`config.mk`:
```
export PLATFORM = sky130hd
export DESIGN_NAME = lcf_ram
export DESIGN_NICKNAME = d
export VERILOG_FILES = /design/src/rtl/lcf_ram.sv
export SDC_FILE = /design/constraint.sdc
export NUM_CORES = 1
export LEC_CHECK = 0
export BUFFER_PORTS_ARGS = -buffer_cell sky130_fd_sc_hd__buf_2
export CAP_MARGIN = 40
export CORE_MARGIN = 8
export CORE_UTILIZATION = 27
export CTS_BUF_LIST = sky130_fd_sc_hd__clkbuf_16
export DETAILED_ROUTE_END_ITERATION = 10
export HOLD_SLACK_MARGIN = 0.05
export MAX_ROUTING_LAYER = met4
export PLACE_DENSITY = 0.44
export SYNTH_ARGS = -nofsm -noshare
export SYNTH_HDL_FRONTEND = slang
export SYNTH_SLANG_ARGS = --single-unit
```
`constraint.sdc`:
```
create_clock -name clk_i -period 2.3 [get_ports clk_i]
set_input_delay 0 -clock clk_i [delete_from_list [all_inputs] [get_ports clk_i]]
set_output_delay 0 -clock clk_i [all_outputs]
set_load 0.02 [all_outputs]
```
`src/rtl/lcf_ram.sv`:
```
module lcf_ram #(
  parameter int unsigned WIDTH = 16,
  parameter int unsigned DEPTH = 64
) (
  input  logic clk_i,
  input  logic we_i,
  input  logic [$clog2(DEPTH)-1:0] waddr_i,
  input  logic [WIDTH-1:0] wdata_i,
  input  logic [$clog2(DEPTH)-1:0] raddr_i,
  output logic [WIDTH-1:0] rdata_o
);
  logic [WIDTH-1:0] mem_q [DEPTH];
  always_ff @(posedge clk_i) begin
    if (we_i) begin
      mem_q[waddr_i] <= wdata_i;
    end
    rdata_o <= mem_q[raddr_i];
  end
endmodule

```
==> run metrics <==
status=finished, final reports clean; RSZ-0062 raised after global routing=no; top cell type's share of synthesized area=0.7679; routability cong.=0.7783; met3 GRT Util=0.02917; placed cells=3,926; ordered cell list for the critical path=mux4_2 -> nor2b_1 -> a211o_1 -> a31oi_1 -> buf_4 -> buf_4 -> a311oi_1; Synth Net Count=1,859; final number of setup-violating endpoints=0; CP delay by family, top=compound AO/OA/AOI/OAI gates; CTS Sinks=1,040; # fillers=14,041; element type at the critical path end=flop; setup TNS=0 ns; cell accounting for the most synthesized area=edfxtp_1; Worst Hold Slack=0.1010 ns; WP buf/inv=2; GR peak layer=met2; pin count of the biggest net entering global routing=65; Slew HR=0.3999; DPL Wire Length=69,120 µm; area delta synth->final=19.75%; flops & latches, synth=1,040; Worst R2R Start=mem_q[11][1]; max-slew violation count=0; antenna violations before repair=15; layout cells sized above 1=0.3099; nets=2,160; most common cell in the netlist=edfxtp_1; vias in the first global route=20,450; Num CTS Buffers=112; CP dominant cell by count=buf_4; Synth area leaders=edfxtp_1, mux4_2, mux2i_1; Post-Syn Area per Cell=21.89 µm²; CTS tree=done; Worst Hold Class=primary input to flop; M2 GR Usage=0.2222; CTS root buf=clkbuf_16; Commonest cells post-synth=edfxtp_1, mux4_2, mux2i_1; I/O Buffers=45; final instance area=47,950 µm²; Core Area=147,500 µm²; worst reg2reg path depth=7; Final period util=0.9326; reg2reg end=rdata_o[1]; clock-pin slew on the worst setup and hold paths=0.06 ns; Die ar.=160,900 µm²; R2R setup slack=0.15 ns; Maximum Capacitance Violations=0; GRT Residual Overflow=0; Yosys cell types=43; max frequency=466.2 MHz; first-pass GRT wire length=154,800 µm; number of remaining DRC errors=0; Top Ports=46; Routed WL=108,800 µm; maximum VDD drop=0.5863 mV; Mapped Cells=1,829; pwr/cell area=848.2 nW/µm²; Critical Path AT=2.69 ns; number of synthesized flops with an enable pin=1,024; sequential area share after synthesis=0.7759; dominant synthesized flop cell=edfxtp_1; Routed Antenna Nets=0; pre-CTS setup slack=-0.3375 ns; final hold violation count=0; final core occ=0.3251; die height=401.1 µm; Max clock buf depth=3; Slowest-stage cell, CP=mux4_2; Clock H-tree levels=3; worst skew pair latency=0.68 ns; Worst Skew=0.01822 ns; DRT iter0 DRCs=1,471; Worst Path Required=2.85 ns; drt wl/cell=26.15 µm; Synth async-reset ratio=0; Vias per Instance=4.661; Die W=401.1 µm; Hold Crit Endpoint=rdata_o[6]; Worst Slack Setup Final=0.1550 ns; Startpoint Class=flop; GRT Util Overall=0.1361; Pre-antenna DRT Iters=5; Min-Delay Path Depth=4; HP Start=raddr_i[1]; Largest stage delay, worst path=0.49 ns; total number of yosys warnings=0; largest fanout on the critical path=1; Synth Cell Area=40,040 µm²; num rows=141; placed instance area=44,180 µm²; Period minus WS final=2.145 ns; Total Power=40.67 mW; Leak=15.35 nW; actual slew at the worst max-slew pin=0.8968 ns; Crit. Startpoint=mem_q[11][1]; Setup CP Type=flop to flop; Non-Filler Instances=4,159; Initial Utilization=0.2715; via count=19,387; grt met1 use=0.1734
-- worst max path at each step --
stage	end	slack [ns]	depth (start not counted)
2_1_floorplan	mem_q[48][0]	0.27	4
3_3_place_gp	rdata_o[1]	-0.48	6
3_5_place_dp	rdata_o[9]	-0.34	9
4_1_cts	rdata_o[9]	0.13	7
5_1_grt	rdata_o[1]	0.04	7
6_report	rdata_o[1]	0.15	7
-- what timing repair did --
| action | CTS | global route |
|---|---|---|
| buffers inserted | 0 | 0 |
| endpoints found under the hold margin | 516 | 0 |
| pin swaps | 0 | 0 |
| endpoints found under the setup margin | 1 | 1 |
| resized for setup | 1 | 1 |
| hold buffers | 20 | 0 |
-- per-layer routing --
layer	up-vias	wire, µm
li1	8307	-
met1	10480	47380
met2	440	53370
met3	160	5392
met4	0	2608
met5	-	0
-- sequential cells by signal (all words and copies together), names as in the netlist --
name and count:
rdata_o 16, mem_q 1024
-- report_power, final --
group          leakage [nW]  switching, mW  internal, mW  total, mW
logic                  4.15           1.38         0.895       2.28
clock network          1.86           7.30          10.0       17.3
registers              9.35         0.0777          21.0       21.1
total                  15.4           8.75          31.9       40.7
-- layout by cell type, fill, tap and decap left out, types with 10 or more instances in the layout --
cell type      synthesis  final
buf_4                 13    187
nand4_1               12     12
a22oi_1               39     39
nand2_1               59     59
mux2_2                27     27
dfxtp_1               16     16
bufinv_16              0     10
nor2_1                72     68
a21oi_1               17     17
inv_1                  0     32
edfxtp_1            1024   1024
nand3_1               24     24
mux2i_1               85     85
clkinv_2               0     24
buf_2                 36     42
a221oi_1              16     16
clkbuf_16              0    114
nor2b_1               30     30
buf_12                 5     39
dlygate4sd3_1          0     20
mux4_2               220    220
clkinv_1               0     18
-- worst reg2reg max path: stages, from the launching register on --
cell and delay, ns:
edfxtp_1 0.38, mux4_2 0.49, nor2b_1 0.15, a211o_1 0.30
a31oi_1 0.29, buf_4 0.23, buf_4 0.13, a311oi_1 0.04
-- area by class of cell --
| cell class | instances | area (µm²) | area share |
|---|---|---|---|
| diodes | 6 | 15.01 | 0.0003131 |
| clock buffers | 114 | 2853 | 0.05949 |
| clock inverters | 93 | 688.2 | 0.01435 |
| multi-input cells | 685 | 8274 | 0.1726 |
| flip-flops and latches | 1040 | 31070 | 0.6479 |
| well taps | 1930 | 2415 | 0.05036 |
| repair buffers | 291 | 2636 | 0.05498 |
-- cell families (layout without fill, tap and decap cells) --
group                  after synthesis  count (layout)  synth area share
buffers and inverters              104             498           0.01831
other                                0               6                 0
and+or+nand+nor                    220             220           0.02647
AOI/OAI and AO/OA                  129             129           0.02409
DFF                               1040            1040            0.7759
muxes                              336             336            0.1552
(Power assumes the default switching activity.)
